<file path="config.mk">
export PLATFORM = sky130hd
export DESIGN_NAME = diff_drive_odometry_wall_heading_flat
export DESIGN_NICKNAME = d
export VERILOG_FILES = /design/src/sv/dd_odo_pkg.sv /design/src/sv/dd_odo_ifs.sv /design/src/sv/diff_drive_odometry_wall_heading.sv /design/src/sv/dd_odo_ctrl.sv /design/src/sv/dd_odo_dp.sv /design/src/flat_wrapper.sv
export SDC_FILE = /design/constraint.sdc
export NUM_CORES = 2
export LEC_CHECK = 0
export ABC_AREA = 1
export ABC_CLOCK_PERIOD_IN_PS = 14400
export BUFFER_PORTS_ARGS = -buffer_cell sky130_fd_sc_hd__buf_2
export CAP_MARGIN = 5
export CORE_ASPECT_RATIO = 1.5
export CORE_MARGIN = 1
export CORE_UTILIZATION = 50
export CTS_BUF_LIST = sky130_fd_sc_hd__clkbuf_2
export DETAILED_ROUTE_END_ITERATION = 7
export PLACE_DENSITY = 0.63
export RECOVER_POWER = 50
export SYNTH_ARGS = -nofsm -noshare
export SYNTH_HDL_FRONTEND = slang
export SYNTH_SLANG_ARGS = --single-unit
</file>
<file path="constraint.sdc">
create_clock -name i_clk -period 14.4 [get_ports i_clk]
set_input_delay 0 -clock i_clk [delete_from_list [all_inputs] [get_ports i_clk]]
set_output_delay 0 -clock i_clk [all_outputs]
set_load 0.03 [all_outputs]
</file>
<file path="src/sv/dd_odo_pkg.sv">
// Shared types, constants and tables for the odometry / wall heading block.
`timescale 1ns / 1ps
package dd_odo_pkg;

    localparam int SCAN_SAMPLES_DEF = 1024;
    localparam int CORDIC_STEPS_DEF = 16;

    // datapath widths
    localparam int CNT_W  = 6;   // step counter, covers the modulo sweep
    localparam int XY_W   = 30;  // CORDIC x/y
    localparam int Z_W    = 20;  // CORDIC angle, Q.16
    localparam int A_W    = 42;  // multiplier A operand (split in two halves)
    localparam int B_W    = 21;  // multiplier B operand
    localparam int HALF_W = 21;  // A split point
    localparam int P_W    = 43;  // partial product
    localparam int ACC_W  = 64;
    localparam int WD_W   = 54;  // wheel distance, Q.24
    localparam int H_W    = 49;  // heading sum before wrap
    localparam int TRIG_W = 18;  // sin / cos, Q.16

    localparam int MOD_TOP = 33; // highest shift of 2pi in the wrap sweep

    localparam int PI_Q13      = 25736;
    localparam int TWO_PI_Q13  = 51472;
    localparam int HALF_PI_Q13 = 12868;
    localparam int CORDIC_INIT = 39797;
    localparam int ROOT2_Q14   = 23170;

    // config register indexes
    localparam logic [2:0] REG_MIN_RANGE    = 3'd0;
    localparam logic [2:0] REG_MAX_RANGE    = 3'd1;
    localparam logic [2:0] REG_WALL_DIST    = 3'd2;
    localparam logic [2:0] REG_RIGHT_INDEX  = 3'd3;
    localparam logic [2:0] REG_CENTER_INDEX = 3'd4;
    localparam logic [2:0] REG_M_PER_TICK   = 3'd5;
    localparam logic [2:0] REG_INV_TRACK    = 3'd6;

    // datapath commands
    localparam logic [3:0] CMD_NOP      = 4'd0;
    localparam logic [3:0] CMD_LATCH    = 4'd1;
    localparam logic [3:0] CMD_DELTA    = 4'd2;
    localparam logic [3:0] CMD_MUL_LO   = 4'd3;
    localparam logic [3:0] CMD_MUL_HI   = 4'd4;
    localparam logic [3:0] CMD_STORE    = 4'd5;
    localparam logic [3:0] CMD_MEANDIFF = 4'd6;
    localparam logic [3:0] CMD_ROT_INIT = 4'd7;
    localparam logic [3:0] CMD_CSTEP    = 4'd8;
    localparam logic [3:0] CMD_ROT_DONE = 4'd9;
    localparam logic [3:0] CMD_MOD_STEP = 4'd10;
    localparam logic [3:0] CMD_MOD_DONE = 4'd11;
    localparam logic [3:0] CMD_VEC_INIT = 4'd12;
    localparam logic [3:0] CMD_VEC_DONE = 4'd13;
    localparam logic [3:0] CMD_FINISH   = 4'd14;

    // multiply selects
    localparam logic [2:0] SEL_LD   = 3'd0;
    localparam logic [2:0] SEL_RD   = 3'd1;
    localparam logic [2:0] SEL_DX   = 3'd2;
    localparam logic [2:0] SEL_DY   = 3'd3;
    localparam logic [2:0] SEL_TURN = 3'd4;
    // CORDIC mode selects
    localparam logic [2:0] SEL_ROT  = 3'd0;
    localparam logic [2:0] SEL_VEC  = 3'd1;

    typedef struct packed {
        logic [3:0]       op;
        logic [2:0]       sel;
        logic [CNT_W-1:0] step;
    } t_cmd;

    typedef struct packed {
        logic out_busy;
    } t_stat;

    // atan(2^-i) in Q.16
    function automatic logic [Z_W-1:0] atan_q16(input logic [4:0] i);
        logic [Z_W-1:0] v;
        case (i)
            5'd0:    v = Z_W'(51472);
            5'd1:    v = Z_W'(30385);
            5'd2:    v = Z_W'(16055);
            5'd3:    v = Z_W'(8150);
            5'd4:    v = Z_W'(4091);
            5'd5:    v = Z_W'(2047);
            5'd6:    v = Z_W'(1024);
            5'd7:    v = Z_W'(512);
            5'd8:    v = Z_W'(256);
            5'd9:    v = Z_W'(128);
            5'd10:   v = Z_W'(64);
            5'd11:   v = Z_W'(32);
            5'd12:   v = Z_W'(16);
            5'd13:   v = Z_W'(8);
            5'd14:   v = Z_W'(4);
            5'd15:   v = Z_W'(2);
            5'd16:   v = Z_W'(1);
            default: v = '0;
        endcase
        return v;
    endfunction

endpackage

</file>
<file path="src/sv/dd_odo_ifs.sv">
// Channel interfaces: input items, result items, config writes.
`timescale 1ns / 1ps
interface dd_odo_in_if;
    logic               valid;
    logic               ready;
    logic               op;
    logic [9:0]         range_index;
    logic [15:0]        range_value;
    logic signed [31:0] ticks_left;
    logic signed [31:0] ticks_right;
    modport source(output valid, op, range_index, range_value, ticks_left, ticks_right,
                   input ready);
    modport sink(input valid, op, range_index, range_value, ticks_left, ticks_right,
                 output ready);
endinterface

interface dd_odo_out_if;
    logic               valid;
    logic               ready;
    logic signed [15:0] wall_heading;
    logic signed [31:0] pose_x;
    logic signed [31:0] pose_y;
    logic signed [15:0] pose_heading;
    modport source(output valid, wall_heading, pose_x, pose_y, pose_heading, input ready);
    modport sink(input valid, wall_heading, pose_x, pose_y, pose_heading, output ready);
endinterface

interface dd_odo_cfg_if;
    logic        valid;
    logic        ready;
    logic [2:0]  index;
    logic [19:0] data;
    modport source(output valid, index, data, input ready);
    modport sink(input valid, index, data, output ready);
endinterface

</file>
<file path="src/sv/diff_drive_odometry_wall_heading.sv">
// Top level: differential drive odometry with wall heading target.
//
//  channel | dir | words
//  i_in    | in  | op 0 scan sample (index, range), op 1 encoder counts
//  o_out   | out | wall_heading, pose_x, pose_y, pose_heading, one per op 1 word
//  i_cfg   | in  | register index 0..6 and data, always ready
//
// A scan sample word is latched while the sequencer stays idle. An encoder
// word runs from accept to ready again through five split multiplies (low
// half, high half, store) on the shared multiplier, a rotation and a vectoring
// CORDIC, a sweep over shifts MOD_TOP down to 0 that wraps the heading,
// and eight setup/hand-off steps.
// Reset is synchronous; it restores register defaults and clears the pose.
// A finished word sits in the output register; the next input word is taken
// while it waits, and the sequencer only stalls when a second result is ready.
`timescale 1ns / 1ps
module diff_drive_odometry_wall_heading import dd_odo_pkg::*; #(
    parameter int SCAN_SAMPLES = SCAN_SAMPLES_DEF,
    parameter int CORDIC_STEPS = CORDIC_STEPS_DEF
) (
    input  logic          i_clk,
    input  logic          i_rst_n,
    dd_odo_in_if.sink     i_in,
    dd_odo_out_if.source  o_out,
    dd_odo_cfg_if.sink    i_cfg
);

    t_cmd  w_cmd;
    t_stat w_stat;

    // config writes are always accepted
    assign i_cfg.ready = 1'b1;

    dd_odo_ctrl #(
        .CORDIC_STEPS(CORDIC_STEPS)
    ) u_ctrl (
        .i_clk      (i_clk),
        .i_rst_n    (i_rst_n),
        .i_in_valid (i_in.valid),
        .i_in_op    (i_in.op),
        .o_in_ready (i_in.ready),
        .i_stat     (w_stat),
        .o_cmd      (w_cmd)
    );

    dd_odo_dp #(
        .SCAN_SAMPLES(SCAN_SAMPLES)
    ) u_dp (
        .i_clk          (i_clk),
        .i_rst_n        (i_rst_n),
        .i_cmd          (w_cmd),
        .o_stat         (w_stat),
        .i_cfg_valid    (i_cfg.valid),
        .i_cfg_index    (i_cfg.index),
        .i_cfg_data     (i_cfg.data),
        .i_range_index  (i_in.range_index),
        .i_range_value  (i_in.range_value),
        .i_ticks_left   (i_in.ticks_left),
        .i_ticks_right  (i_in.ticks_right),
        .o_out_valid    (o_out.valid),
        .i_out_ready    (o_out.ready),
        .o_wall_heading (o_out.wall_heading),
        .o_pose_x       (o_out.pose_x),
        .o_pose_y       (o_out.pose_y),
        .o_pose_heading (o_out.pose_heading)
    );

endmodule

</file>
<file path="src/sv/dd_odo_ctrl.sv">
// Sequencer for the odometry datapath.
`timescale 1ns / 1ps
module dd_odo_ctrl import dd_odo_pkg::*; #(
    parameter int CORDIC_STEPS = CORDIC_STEPS_DEF
) (
    input  logic  i_clk,
    input  logic  i_rst_n,
    input  logic  i_in_valid,
    input  logic  i_in_op,
    output logic  o_in_ready,
    input  t_stat i_stat,
    output t_cmd  o_cmd
);

    localparam logic [3:0] S_IDLE     = 4'd0;
    localparam logic [3:0] S_MLO      = 4'd1;
    localparam logic [3:0] S_MHI      = 4'd2;
    localparam logic [3:0] S_STORE    = 4'd3;
    localparam logic [3:0] S_MEANDIFF = 4'd4;
    localparam logic [3:0] S_ROT_INIT = 4'd5;
    localparam logic [3:0] S_CSTEP    = 4'd6;
    localparam logic [3:0] S_ROT_DONE = 4'd7;
    localparam logic [3:0] S_MOD_STEP = 4'd8;
    localparam logic [3:0] S_MOD_DONE = 4'd9;
    localparam logic [3:0] S_VEC_INIT = 4'd10;
    localparam logic [3:0] S_VEC_DONE = 4'd11;
    localparam logic [3:0] S_FINISH   = 4'd12;

    localparam logic [CNT_W-1:0] LAST_STEP = CNT_W'(CORDIC_STEPS - 1);

    logic [3:0]       r_state, n_state;
    logic [2:0]       r_sel, n_sel;
    logic [CNT_W-1:0] r_cnt, n_cnt;
    logic             r_vec, n_vec;

    assign o_in_ready = (r_state == S_IDLE);

    always_comb begin
        n_state    = r_state;
        n_sel      = r_sel;
        n_cnt      = r_cnt;
        n_vec      = r_vec;
        o_cmd.op   = CMD_NOP;
        o_cmd.sel  = r_sel;
        o_cmd.step = r_cnt;
        unique case (r_state)
            S_IDLE: begin
                if (i_in_valid) begin
                    if (i_in_op) begin
                        o_cmd.op = CMD_DELTA;
                        n_sel    = SEL_LD;
                        n_state  = S_MLO;
                    end else begin
                        o_cmd.op = CMD_LATCH;
                    end
                end
            end
            S_MLO: begin
                o_cmd.op = CMD_MUL_LO;
                n_state  = S_MHI;
            end
            S_MHI: begin
                o_cmd.op = CMD_MUL_HI;
                n_state  = S_STORE;
            end
            S_STORE: begin
                o_cmd.op = CMD_STORE;
                unique case (r_sel)
                    SEL_LD: begin
                        n_sel   = SEL_RD;
                        n_state = S_MLO;
                    end
                    SEL_RD:   n_state = S_MEANDIFF;
                    SEL_DX: begin
                        n_sel   = SEL_DY;
                        n_state = S_MLO;
                    end
                    SEL_DY: begin
                        n_sel   = SEL_TURN;
                        n_state = S_MLO;
                    end
                    SEL_TURN: begin
                        n_cnt   = CNT_W'(MOD_TOP);
                        n_state = S_MOD_STEP;
                    end
                    default:  n_state = S_IDLE;
                endcase
            end
            S_MEANDIFF: begin
                o_cmd.op = CMD_MEANDIFF;
                n_state  = S_ROT_INIT;
            end
            S_ROT_INIT: begin
                o_cmd.op = CMD_ROT_INIT;
                n_cnt    = '0;
                n_vec    = 1'b0;
                n_state  = S_CSTEP;
            end
            S_CSTEP: begin
                o_cmd.op  = CMD_CSTEP;
                o_cmd.sel = r_vec ? SEL_VEC : SEL_ROT;
                if (r_cnt == LAST_STEP) begin
                    n_state = r_vec ? S_VEC_DONE : S_ROT_DONE;
                end else begin
                    n_cnt = r_cnt + 1'b1;
                end
            end
            S_ROT_DONE: begin
                o_cmd.op = CMD_ROT_DONE;
                n_sel    = SEL_DX;
                n_state  = S_MLO;
            end
            S_MOD_STEP: begin
                o_cmd.op = CMD_MOD_STEP;
                if (r_cnt == '0) begin
                    n_state = S_MOD_DONE;
                end else begin
                    n_cnt = r_cnt - 1'b1;
                end
            end
            S_MOD_DONE: begin
                o_cmd.op = CMD_MOD_DONE;
                n_state  = S_VEC_INIT;
            end
            S_VEC_INIT: begin
                o_cmd.op = CMD_VEC_INIT;
                n_cnt    = '0;
                n_vec    = 1'b1;
                n_state  = S_CSTEP;
            end
            S_VEC_DONE: begin
                o_cmd.op = CMD_VEC_DONE;
                n_state  = S_FINISH;
            end
            S_FINISH: begin
                if (!i_stat.out_busy) begin
                    o_cmd.op = CMD_FINISH;
                    n_state  = S_IDLE;
                end
            end
            default: n_state = S_IDLE;
        endcase
    end

    always_ff @(posedge i_clk) begin
        if (!i_rst_n) begin
            r_state <= S_IDLE;
            r_sel   <= SEL_LD;
            r_cnt   <= '0;
            r_vec   <= 1'b0;
        end else begin
            r_state <= n_state;
            r_sel   <= n_sel;
            r_cnt   <= n_cnt;
            r_vec   <= n_vec;
        end
    end

    a_enc_busy: assert property (@(posedge i_clk) disable iff (!i_rst_n)
        (r_state == S_IDLE && i_in_valid && i_in_op) |=> (r_state != S_IDLE))
        else $error("encoder word did not start the sequence");

    a_no_overwrite: assert property (@(posedge i_clk) disable iff (!i_rst_n)
        (o_cmd.op == CMD_FINISH) |-> !i_stat.out_busy)
        else $error("result overwritten while pending");

    a_cordic_bound: assert property (@(posedge i_clk) disable iff (!i_rst_n)
        (r_state == S_CSTEP) |-> (r_cnt <= LAST_STEP))
        else $error("CORDIC step out of range");

    a_mod_bound: assert property (@(posedge i_clk) disable iff (!i_rst_n)
        (r_state == S_MOD_STEP) |-> (r_cnt <= CNT_W'(MOD_TOP)))
        else $error("wrap sweep step out of range");

endmodule

</file>
<file path="src/sv/dd_odo_dp.sv">
// Datapath: config, pose state, shared multiplier, CORDIC and heading wrap.
`timescale 1ns / 1ps
module dd_odo_dp import dd_odo_pkg::*; #(
    parameter int SCAN_SAMPLES = SCAN_SAMPLES_DEF
) (
    input  logic               i_clk,
    input  logic               i_rst_n,
    input  t_cmd               i_cmd,
    output t_stat              o_stat,
    input  logic               i_cfg_valid,
    input  logic [2:0]         i_cfg_index,
    input  logic [19:0]        i_cfg_data,
    input  logic [9:0]         i_range_index,
    input  logic [15:0]        i_range_value,
    input  logic signed [31:0] i_ticks_left,
    input  logic signed [31:0] i_ticks_right,
    output logic               o_out_valid,
    input  logic               i_out_ready,
    output logic signed [15:0] o_wall_heading,
    output logic signed [31:0] o_pose_x,
    output logic signed [31:0] o_pose_y,
    output logic signed [15:0] o_pose_heading
);

    localparam logic [16:0] SCAN_LIM = 17'(SCAN_SAMPLES);

    // config
    logic [15:0] r_min_range, r_max_range, r_wall_dist, r_inv_track;
    logic [9:0]  r_right_index, r_center_index;
    logic [19:0] r_m_per_tick;

    // state
    logic [31:0]        r_last_l, r_last_r;
    logic [31:0]        r_pos_x, r_pos_y;
    logic signed [15:0] r_head;
    logic [15:0]        r_right, r_center;

    // work registers
    logic signed [31:0]     r_dl, r_dr;
    logic signed [WD_W-1:0] r_ld, r_rd;
    logic signed [A_W-1:0]  r_mean, r_diff;
    logic signed [TRIG_W-1:0] r_cos, r_sin;
    logic signed [ACC_W-1:0] r_acc;
    logic signed [XY_W-1:0] r_cx, r_cy;
    logic signed [Z_W-1:0]  r_cz;
    logic                   r_flip, r_zero, r_hneg;
    logic [H_W-1:0]         r_m;
    logic signed [15:0]     r_wall;

    logic               r_out_valid;
    logic signed [15:0] r_o_wall, r_o_head;
    logic [31:0]        r_o_x, r_o_y;

    assign o_stat.out_busy = r_out_valid && !i_out_ready;
    assign o_out_valid     = r_out_valid;
    assign o_wall_heading  = r_o_wall;
    assign o_pose_x        = r_o_x;
    assign o_pose_y        = r_o_y;
    assign o_pose_heading  = r_o_head;

    // shared multiplier, A split into a low and a high half
    logic signed [A_W-1:0] w_a;
    logic signed [B_W-1:0] w_b;
    logic signed [HALF_W:0] w_mop;
    logic signed [P_W-1:0] w_prod;

    always_comb begin
        case (i_cmd.sel)
            SEL_LD:   begin w_a = A_W'(r_dl);   w_b = $signed({1'b0, r_m_per_tick}); end
            SEL_RD:   begin w_a = A_W'(r_dr);   w_b = $signed({1'b0, r_m_per_tick}); end
            SEL_DX:   begin w_a = r_mean;       w_b = B_W'(r_cos); end
            SEL_DY:   begin w_a = r_mean;       w_b = B_W'(r_sin); end
            default:  begin w_a = r_diff;       w_b = $signed({5'd0, r_inv_track}); end
        endcase
        if (i_cmd.op == CMD_MUL_HI) begin
            w_mop = $signed({w_a[A_W-1], w_a[A_W-1:HALF_W]});
        end else begin
            w_mop = $signed({1'b0, w_a[HALF_W-1:0]});
        end
        w_prod = w_mop * w_b;
    end

    // pose step terms
    logic signed [ACC_W-1:0] w_sh16, w_sh11;
    logic signed [H_W-1:0]   w_hsum;
    assign w_sh16 = r_acc >>> 16;
    assign w_sh11 = r_acc >>> 11;
    assign w_hsum = H_W'(r_head) + w_sh11[H_W-1:0];

    logic signed [WD_W:0] w_lsum, w_ldif;
    assign w_lsum = (WD_W+1)'(r_ld) + (WD_W+1)'(r_rd);
    assign w_ldif = (WD_W+1)'(r_rd) - (WD_W+1)'(r_ld);

    // sin/cos fold
    logic signed [16:0] w_ang;
    logic               w_flip;
    always_comb begin
        w_ang  = 17'(r_head);
        w_flip = 1'b0;
        if (r_head > 16'sd12868) begin
            w_ang  = 17'(r_head) - 17'sd25736;
            w_flip = 1'b1;
        end else if (r_head < -16'sd12868) begin
            w_ang  = 17'(r_head) + 17'sd25736;
            w_flip = 1'b1;
        end
    end

    // CORDIC step
    logic [4:0]             w_i;
    logic signed [XY_W-1:0] w_sx, w_sy;
    logic signed [Z_W-1:0]  w_t;
    logic                   w_pos;
    assign w_i   = i_cmd.step[4:0];
    assign w_sx  = r_cx >>> w_i;
    assign w_sy  = r_cy >>> w_i;
    assign w_t   = $signed(atan_q16(w_i));
    assign w_pos = (i_cmd.sel == SEL_VEC) ? !r_cy[XY_W-1] : !r_cz[Z_W-1];

    // wall operands
    logic [30:0]        w_wd2;
    logic [15:0]        w_cr, w_cc;
    logic signed [18:0] w_us;
    assign w_wd2 = 31'(r_wall_dist) * 31'(ROOT2_Q14);
    always_comb begin
        if (r_right > r_max_range) w_cr = r_max_range;
        else if (r_right < r_min_range) w_cr = r_min_range;
        else w_cr = r_right;
        if (r_center > r_max_range) w_cc = r_max_range;
        else if (r_center < r_min_range) w_cc = r_min_range;
        else w_cc = r_center;
    end
    assign w_us = $signed({2'b00, w_wd2[30:14]}) - $signed({3'b000, w_cr});

    // atan2 result
    logic signed [Z_W-1:0] w_rz;
    logic signed [15:0]    w_wall;
    assign w_rz = (r_cz + Z_W'(4)) >>> 3;
    always_comb begin
        if (w_rz > Z_W'(PI_Q13)) w_wall = 16'(PI_Q13);
        else if (w_rz < -Z_W'(PI_Q13)) w_wall = -16'(PI_Q13);
        else w_wall = w_rz[15:0];
    end

    // wrap sweep and final heading
    logic [H_W-1:0]     w_sub;
    logic [16:0]        w_r;
    logic signed [17:0] w_hr;
    assign w_sub = H_W'(TWO_PI_Q13) << i_cmd.step;
    always_comb begin
        if (r_hneg && r_m != '0) w_r = 17'(TWO_PI_Q13) - r_m[16:0];
        else w_r = r_m[16:0];
        if (w_r > 17'(PI_Q13)) w_hr = $signed({1'b0, w_r}) - 18'sd51472;
        else w_hr = $signed({1'b0, w_r});
    end

    always_ff @(posedge i_clk) begin
        if (!i_rst_n) begin
            r_min_range    <= 16'd2048;
            r_max_range    <= 16'd16384;
            r_wall_dist    <= 16'd2253;
            r_right_index  <= 10'd12;
            r_center_index <= 10'd17;
            r_m_per_tick   <= 20'd41178;
            r_inv_track    <= 16'd13653;
            r_last_l       <= '0;
            r_last_r       <= '0;
            r_pos_x        <= '0;
            r_pos_y        <= '0;
            r_head         <= '0;
            r_right        <= '0;
            r_center       <= '0;
            r_out_valid    <= 1'b0;
        end else begin
            if (i_cfg_valid) begin
                unique case (i_cfg_index)
                    REG_MIN_RANGE:    r_min_range    <= i_cfg_data[15:0];
                    REG_MAX_RANGE:    r_max_range    <= i_cfg_data[15:0];
                    REG_WALL_DIST:    r_wall_dist    <= i_cfg_data[15:0];
                    REG_RIGHT_INDEX:  r_right_index  <= i_cfg_data[9:0];
                    REG_CENTER_INDEX: r_center_index <= i_cfg_data[9:0];
                    REG_M_PER_TICK:   r_m_per_tick   <= i_cfg_data;
                    REG_INV_TRACK:    r_inv_track    <= i_cfg_data[15:0];
                    default: ;
                endcase
            end
            // a new word may load in the cycle the old one is taken
            if (i_cmd.op == CMD_FINISH) r_out_valid <= 1'b1;
            else if (i_out_ready) r_out_valid <= 1'b0;
            case (i_cmd.op)
                CMD_LATCH: begin
                    if ({7'd0, i_range_index} < SCAN_LIM) begin
                        if (i_range_index == r_right_index) r_right <= i_range_value;
                        if (i_range_index == r_center_index) r_center <= i_range_value;
                    end
                end
                CMD_DELTA: begin
                    r_last_l <= i_ticks_left;
                    r_last_r <= i_ticks_right;
                end
                CMD_STORE: begin
                    case (i_cmd.sel)
                        SEL_DX: r_pos_x <= r_pos_x + w_sh16[31:0];
                        SEL_DY: r_pos_y <= r_pos_y + w_sh16[31:0];
                        default: ;
                    endcase
                end
                CMD_MOD_DONE: r_head <= w_hr[15:0];
                default: ;
            endcase
        end
    end

    // payload and work registers, no reset
    always_ff @(posedge i_clk) begin
        case (i_cmd.op)
            CMD_DELTA: begin
                r_dl <= $signed(i_ticks_left - r_last_l);
                r_dr <= $signed(i_ticks_right - r_last_r);
            end
            CMD_MUL_LO: r_acc <= ACC_W'(w_prod);
            CMD_MUL_HI: r_acc <= r_acc + (ACC_W'(w_prod) <<< HALF_W);
            CMD_STORE: begin
                case (i_cmd.sel)
                    SEL_LD: r_ld <= r_acc[WD_W-1:0];
                    SEL_RD: r_rd <= r_acc[WD_W-1:0];
                    SEL_TURN: begin
                        r_hneg <= w_hsum[H_W-1];
                        r_m    <= w_hsum[H_W-1] ? H_W'(-w_hsum) : H_W'(w_hsum);
                    end
                    default: ;
                endcase
            end
            CMD_MEANDIFF: begin
                r_mean <= w_lsum[WD_W:13];
                r_diff <= w_ldif[WD_W-1:12];
            end
            CMD_ROT_INIT: begin
                r_cx   <= XY_W'(CORDIC_INIT);
                r_cy   <= '0;
                r_cz   <= Z_W'(w_ang) <<< 3;
                r_flip <= w_flip;
            end
            CMD_CSTEP: begin
                if (i_cmd.sel == SEL_VEC) begin
                    if (w_pos) begin
                        r_cx <= r_cx + w_sy;
                        r_cy <= r_cy - w_sx;
                        r_cz <= r_cz + w_t;
                    end else begin
                        r_cx <= r_cx - w_sy;
                        r_cy <= r_cy + w_sx;
                        r_cz <= r_cz - w_t;
                    end
                end else begin
                    if (w_pos) begin
                        r_cx <= r_cx - w_sy;
                        r_cy <= r_cy + w_sx;
                        r_cz <= r_cz - w_t;
                    end else begin
                        r_cx <= r_cx + w_sy;
                        r_cy <= r_cy - w_sx;
                        r_cz <= r_cz + w_t;
                    end
                end
            end
            CMD_ROT_DONE: begin
                r_cos <= r_flip ? -r_cx[TRIG_W-1:0] : r_cx[TRIG_W-1:0];
                r_sin <= r_flip ? -r_cy[TRIG_W-1:0] : r_cy[TRIG_W-1:0];
            end
            CMD_MOD_STEP: begin
                if (r_m >= w_sub) r_m <= r_m - w_sub;
            end
            CMD_VEC_INIT: begin
                r_cx   <= XY_W'($signed({1'b0, w_cc})) <<< 8;
                r_cy   <= XY_W'(w_us) <<< 8;
                r_cz   <= '0;
                r_zero <= (w_us == '0) && (w_cc == '0);
            end
            CMD_VEC_DONE: r_wall <= r_zero ? 16'sd0 : w_wall;
            CMD_FINISH: begin
                r_o_wall <= r_wall;
                r_o_x    <= r_pos_x;
                r_o_y    <= r_pos_y;
                r_o_head <= r_head;
            end
            default: ;
        endcase
    end

endmodule

</file>
<file path="src/flat_wrapper.sv">
// flat-port wrapper written by rule: the top's interface ports become plain ports
module diff_drive_odometry_wall_heading_flat import dd_odo_pkg::*;
#(
    parameter int SCAN_SAMPLES = SCAN_SAMPLES_DEF,
    parameter int CORDIC_STEPS = CORDIC_STEPS_DEF
)
  (i_clk, i_rst_n, i_in_valid, i_in_op, i_in_range_index, i_in_range_value, i_in_ticks_left, i_in_ticks_right, i_in_ready, o_out_valid, o_out_wall_heading, o_out_pose_x, o_out_pose_y, o_out_pose_heading, o_out_ready, i_cfg_valid, i_cfg_index, i_cfg_data, i_cfg_ready);
  dd_odo_in_if i_in_i ();
  dd_odo_out_if o_out_i ();
  dd_odo_cfg_if i_cfg_i ();
  input  logic i_clk;
  input  logic i_rst_n;
  input wire logic [$bits(i_in_i.valid)-1:0] i_in_valid;
  input wire logic [$bits(i_in_i.op)-1:0] i_in_op;
  input wire logic [$bits(i_in_i.range_index)-1:0] i_in_range_index;
  input wire logic [$bits(i_in_i.range_value)-1:0] i_in_range_value;
  input wire logic [$bits(i_in_i.ticks_left)-1:0] i_in_ticks_left;
  input wire logic [$bits(i_in_i.ticks_right)-1:0] i_in_ticks_right;
  output wire logic [$bits(i_in_i.ready)-1:0] i_in_ready;
  output wire logic [$bits(o_out_i.valid)-1:0] o_out_valid;
  output wire logic [$bits(o_out_i.wall_heading)-1:0] o_out_wall_heading;
  output wire logic [$bits(o_out_i.pose_x)-1:0] o_out_pose_x;
  output wire logic [$bits(o_out_i.pose_y)-1:0] o_out_pose_y;
  output wire logic [$bits(o_out_i.pose_heading)-1:0] o_out_pose_heading;
  input wire logic [$bits(o_out_i.ready)-1:0] o_out_ready;
  input wire logic [$bits(i_cfg_i.valid)-1:0] i_cfg_valid;
  input wire logic [$bits(i_cfg_i.index)-1:0] i_cfg_index;
  input wire logic [$bits(i_cfg_i.data)-1:0] i_cfg_data;
  output wire logic [$bits(i_cfg_i.ready)-1:0] i_cfg_ready;
  assign i_in_i.valid = i_in_valid;
  assign i_in_i.op = i_in_op;
  assign i_in_i.range_index = i_in_range_index;
  assign i_in_i.range_value = i_in_range_value;
  assign i_in_i.ticks_left = i_in_ticks_left;
  assign i_in_i.ticks_right = i_in_ticks_right;
  assign i_in_ready = i_in_i.ready;
  assign o_out_valid = o_out_i.valid;
  assign o_out_wall_heading = o_out_i.wall_heading;
  assign o_out_pose_x = o_out_i.pose_x;
  assign o_out_pose_y = o_out_i.pose_y;
  assign o_out_pose_heading = o_out_i.pose_heading;
  assign o_out_i.ready = o_out_ready;
  assign i_cfg_i.valid = i_cfg_valid;
  assign i_cfg_i.index = i_cfg_index;
  assign i_cfg_i.data = i_cfg_data;
  assign i_cfg_ready = i_cfg_i.ready;
  diff_drive_odometry_wall_heading #(.SCAN_SAMPLES(SCAN_SAMPLES), .CORDIC_STEPS(CORDIC_STEPS)) u_core (.i_clk(i_clk), .i_rst_n(i_rst_n), .i_in(i_in_i), .o_out(o_out_i), .i_cfg(i_cfg_i));
endmodule
</file>
* After elaboration in Yosys (flattened, before gate mapping)
Memory sizes are Yosys's and may differ from the RTL's. A register that Yosys moved wholly into a read port is not among the register bits.
Cells that the tools add are included.
** Operators by class
- Reductions and logical operators :: 45
- Equality and inequality tests :: 54
- Magnitude comparators :: 10
- Shift operators :: 3
- Multiply operators :: 2
- Add/sub/neg operators :: 26
- Mux-type cells :: 61
** Operator list (number)
- 30-bit two-way mux :: 6
- 30-bit one-hot mux with 3 select lines :: 2
- 49-bit two-way mux :: 3
- 64-bit one-hot mux with 2 select lines :: 1
- 42-bit one-hot mux with 3 select lines :: 1
- 49-bit one-hot mux with 2 select lines :: 1
- 16-bit two-way mux :: 6
- 32-bit adder :: 2
- 64-bit adder :: 1
- 32-bit subtractor :: 2
- 21-bit one-hot mux with 3 select lines :: 1
- 30-bit adder :: 2
- 20-bit two-way mux :: 3
- 20-bit one-hot mux with 3 select lines :: 1
- 30-bit by 5-bit >>> shifter with 30-bit output :: 2
- 30-bit subtractor :: 2
- 54-bit by 54-bit adder with 55-bit output :: 1
- 54-bit subtractor :: 1
- 4-bit one-hot mux with 13 select lines :: 1
- 17-bit two-way mux :: 3
- 49-bit adder :: 1
- 49-bit >= comparator :: 1
- 49-bit negator :: 1
- 49-bit nonzero test :: 1
- 64 further kinds :: 155
** Word-level totals
- Memory bits (read-only) :: 512
- Input port bits :: 119
- Memories :: 1
- Flip-flop bits (word level) :: 895
** Memory list
- (name not given) :: depth 32, bits a word 16, rd ports 1, clocked after memory_dff 1, write ports 0, RTL line dd_odo_pkg.sv:78 : case (i)

* Longest topological paths before layout
- Depth after elaboration :: 9
- Mapped depth :: 59
- Mapped depth without buffers :: 56

* Modules after synthesis
From an unflattened synthesis, not the netlist that was laid out.
** Unflattened totals
- Cell total of the unflattened synthesis :: 12981
- Area total of the unflattened synthesis :: 94005.2 um2
** By module, submodules not included
- dd_odo_dp :: times used 1, area an instance 92942.9 um2, cells each 12803
- dd_odo_ctrl :: times used 1, area an instance 1051.0 um2, cells each 176
- diff_drive_odometry_wall_heading :: times used 1, area an instance 11.3 um2, cells each 2

* Worst setup path after synthesis
OpenSTA, ideal clock, no wires.
- Path type :: register -> register
- Start :: register u_core.u_ctrl.r_state[1]
- End :: register u_core.u_dp.r_acc[59] (data pin)
- Path slack :: 5.268 ns
- Data required time :: 14.136 ns
- Cell stages (with the launch flop) :: 46
- Library setup time :: 0.264 ns
- Buffers on the path :: 3
- Arrival :: 8.869 ns
- Path through :: dfxtp_1 inv_1 nor2_2 nand2_4 inv_4 buf_12 nor2_4 nand2_4 inv_4 buf_2 nand2_1 nand4_1 o21ai_1 inv_1 buf_2 nand2_1 fa_1 inv_1 [10 not listed] ha_1 nand2_1 o21ai_0 a21oi_1 o21ai_0 xor2_1 ha_1 a21oi_1 nor2_1 o21ai_0 nand2_1 a31oi_1 nand3_1 xor2_1 inv_1 a21oi_1 o21ai_0 nand2_1
** On the way
- Cells in the longest elaborated chain, start to end :: 9
** RTL lines
- start: declaration :: RTL line dd_odo_ctrl.sv:31 : logic [3:0] r_state, n_state;
- start signal: assignment :: RTL line dd_odo_ctrl.sv:152 : r_state <= n_state;
- 4-bit by 3-bit equality test with 1-bit output :: RTL line dd_odo_ctrl.sv:46 : unique case (r_state)
- 3-bit two-way mux :: RTL line dd_odo_ctrl.sv:46
- 3-bit by 2-bit equality test with 1-bit output :: RTL line dd_odo_dp.sv:68 : case (i_cmd.sel)
- 2-bit OR reduction (no source line)
- 42-bit one-hot mux with 3 select lines :: RTL line dd_odo_dp.sv:68
- 22-bit two-way mux :: RTL line dd_odo_dp.sv:75 : if (i_cmd.op == CMD_MUL_HI) begin
- 22-bit by 21-bit multiplier with 43-bit output :: RTL line dd_odo_dp.sv:80 : w_prod = w_mop * w_b;
- 64-bit adder :: RTL line dd_odo_dp.sv:222 : CMD_MUL_HI: r_acc <= r_acc + (ACC_W'(w_prod) <<< HALF_W);
- 64-bit one-hot mux with 2 select lines * :: RTL line dd_odo_dp.sv:216 : case (i_cmd.op)
- end signal: assignment :: RTL line dd_odo_dp.sv:221 : CMD_MUL_LO: r_acc <= ACC_W'(w_prod);
- end signal: assignment :: RTL line dd_odo_dp.sv:222
- end: declaration :: RTL line dd_odo_dp.sv:43 : logic signed [ACC_W-1:0] r_acc;
Mark *: on every way between the ends. The rest lies on a longest branch, timed or not.
A chain may end at the register's enable or synchronous reset.

* Worst setup path after layout
- Start :: register u_core.u_ctrl.r_state[1]
- End :: register u_core.u_dp.r_acc[58] (data pin)
Same word-level chain as after synthesis.

==> results.cfg <==
[detailed_routing]
wl_met2_um = 192500
via_per_inst = 5.766
routed.top_layer = met5
wl_met3_um = 27870
drc_errors = 8
wl_per_cell_um = 24.33
routed-via-count = 94570
drtIter0Drc = 8651
ant_nets = 0
drtPass1Iterations = 8
wirelength_um = 399100
wl_met1_um = 136200

[critical_path]
crit_required_ps = 15690
slowest_stage = nand2_1
cp-end-kind = register
path_max_fanout = 23
worstSetupPathType = reg2reg
setup.worst_path.start_class = register
crit_arrival_ps = 14280
slowest_delay_ps = 760

[timing]
tightest_slew_ps = 4744
finalHoldViolations = 0
timing.final.crit_period_ps = 12980
slew_violations = 652
relSlewSlack_pct = -216.3
fin_setup_tns_ps = 0
finClkSkew_ps = 317.1
fmax_mhz = 77.03
setup_viol = 0
min_period_over_period_pct = 90.15
grt_setup_unrepaired = false

[grt]
grt_max_degree = 92
grt_pass1_vias = 94750
antenna_found_initial = 18
grt.overflow.total = 0
grt_usage_pct = 40.90
grt_pass1_wl_um = 580500

[outcome]
status = finished, violations left
failed_checks = design-rule violations, max-capacitance violations, max-slew violations

[clocking]
root_buffer = clkbuf_2
clk-insertion-delay-late_ps = 1760
post_cts_buffers = 0
cts_tree = yes
cts.htree.levels = 4
cts.path.max_buffers = 4
cts_buffers = 231
path_clk_slew_ps = 120
cts.sinks = 907

[finish]
drive_gt1_share_pct = 5.150
fillers = 18040
layout_commonest_cell = nand2_1
nNetsFinal = 15220
final_cell_mix = nand2_1 (2701), inv_1 (2276), nor2_1 (1257)
syn_to_final_growth_pct = 10.96

[synth]
ys_async_sr_fraction_pct = 0
synth_top_area_cell = edfxtp_1
synthesis.nets = 14510
synth-edff-count = 596
ys_types = 76
synth.area.top_cells = edfxtp_1 (19%), fa_1 (11%), ha_1 (11%)
ys.flop_type = edfxtp_1
synth_top_area_share_pct = 18.88
syn-cell-area_um2 = 94790
yosys_warnings = 0
ys_seq_area_share_pct = 25.45
synth_area_per_cell_um2 = 7.275
synth_seq_cells = 907
synthesis.instances = 13030

[place]
hpwl_um = 314900
numPortBuffers = 216
place_congestion = 1.079

[die]
die_area_um2 = 191400
rows = 195
pin_count = 218
core-area_um2 = 188400
initial_core_util_pct = 50.32
die_y_um = 535.3
die_w_um = 357.5

[worst_hold_path]
hp-class = in2reg

[job]
drv_cap = 14
==> logic make-up (layout without fill, tap and decap cells) <==
family | after synthesis | after routing | share of synthesized area (%)
buffers and inverters | 2685 | 3577 | 10.91
xor gates and xnor gates | 385 | 385 | 3.557
muxes | 33 | 33 | 0.3485
and+or+nand+nor | 4960 | 4960 | 21.57
other | 1 | 19 | 0.003956
adders and majority gates | 1363 | 1363 | 22.22
AOI/OAI and AO/OA | 2696 | 2696 | 15.93
DFF | 907 | 907 | 25.45
==> flip-flops by register name (all words and copies together) (netlist names), 42 cells and up <==
name                flops
u_core.u_dp.r_ld       54
u_core.u_dp.r_diff     42
u_core.u_dp.r_m        49
u_core.u_dp.r_acc      60
u_core.u_dp.r_mean     42
u_core.u_dp.r_rd       54
==> Yosys cell counts (all sizes together) (109+ instances only) <==
cell type  instances
clkbuf           250
a21oi           1080
fa               534
o211ai           109
inv             2322
edfxtp           596
nand3            550
xor2             282
nor3             120
dfxtp            311
nand4            132
nor2            1289
ha               829
o21ai           1015
nand2           2735
==> stage by stage <==
stage	cells	setup WS (ps)	utilization [%]	area, um2	hold slack [ps]
6_report	16400	1418	55.84	105200	112.7
5_1_grt	16390	826.6	55.82	105100	46.10
4_1_cts	16380	2352	56.02	105500	0.1346
3_5_place_dp	15470	2463	52.21	98340	263.9
3_3_place_gp	15470	2575	52.21	98340	266.1
2_1_floorplan	13030	5268	-	94790	126.1
==> area by class of cell <==
| type | instances | area (um2) | area share, % |
|---|---|---|---|
| tap | 2462 | 3080 | 2.929 |
| clock inverter | 102 | 639.4 | 0.6079 |
| inverter | 2339 | 8787 | 8.354 |
| multi-input combinational | 9438 | 60380 | 57.40 |
| sequential | 907 | 24130 | 22.94 |
| clock buffer | 317 | 1587 | 1.508 |
| antenna | 18 | 45.04 | 0.04282 |
| timing repair buffer | 819 | 6534 | 6.212 |
==> routing by layer <==
metal  vias up  GRT usage, %
li1      44010             -
met1     44750         42.06
met2      4301         70.41
met3      1503         7.830
met4        12         36.44
met5         -             0
==> final timing paths <==
| kind | startpoint | endpoint | cells past startpoint | slack [ps] |
|---|---|---|---|---|
| min | i_cfg_data[7] | u_core.u_dp.r_wall_dist[7]$_SDFFE_PN1P_ | 5 | 110 |
| max reg2reg | u_core.u_ctrl.r_state[1]$_SDFFE_PN0P_ | u_core.u_dp.r_acc[58]$_DFFE_PP_ | 49 | 1420 |
| max | u_core.u_ctrl.r_state[1]$_SDFFE_PN0P_ | u_core.u_dp.r_acc[58]$_DFFE_PP_ | 49 | 1420 |
| min reg2reg | u_core.u_dp.r_wall[10]$_SDFFCE_PP0N_ | u_core.u_dp.o_wall_heading[10]$_DFFE_PP_ | 0 | 390 |
==> critical path, delay by kind of cell, from the launching register on <==
family                   cells  cell delay (ps)
XOR/XNOR                     1              160
buffers and inverters       11             1540
adder cells (fa/ha/maj)      9             4280
AND/OR/NAND/NOR             22             5120
AO/OA/AOI/OAI                6             1020
flip-flops                   1              400
==> what timing repair did <==
item                                   in CTS  in global routing
hold buffers                              490                  0
endpoints found under the hold margin     536                  0
resized for setup                           0                  0
Power is not shown: default switching activity piles up to over one toggle a cycle in this logic, so the estimate is an artifact.
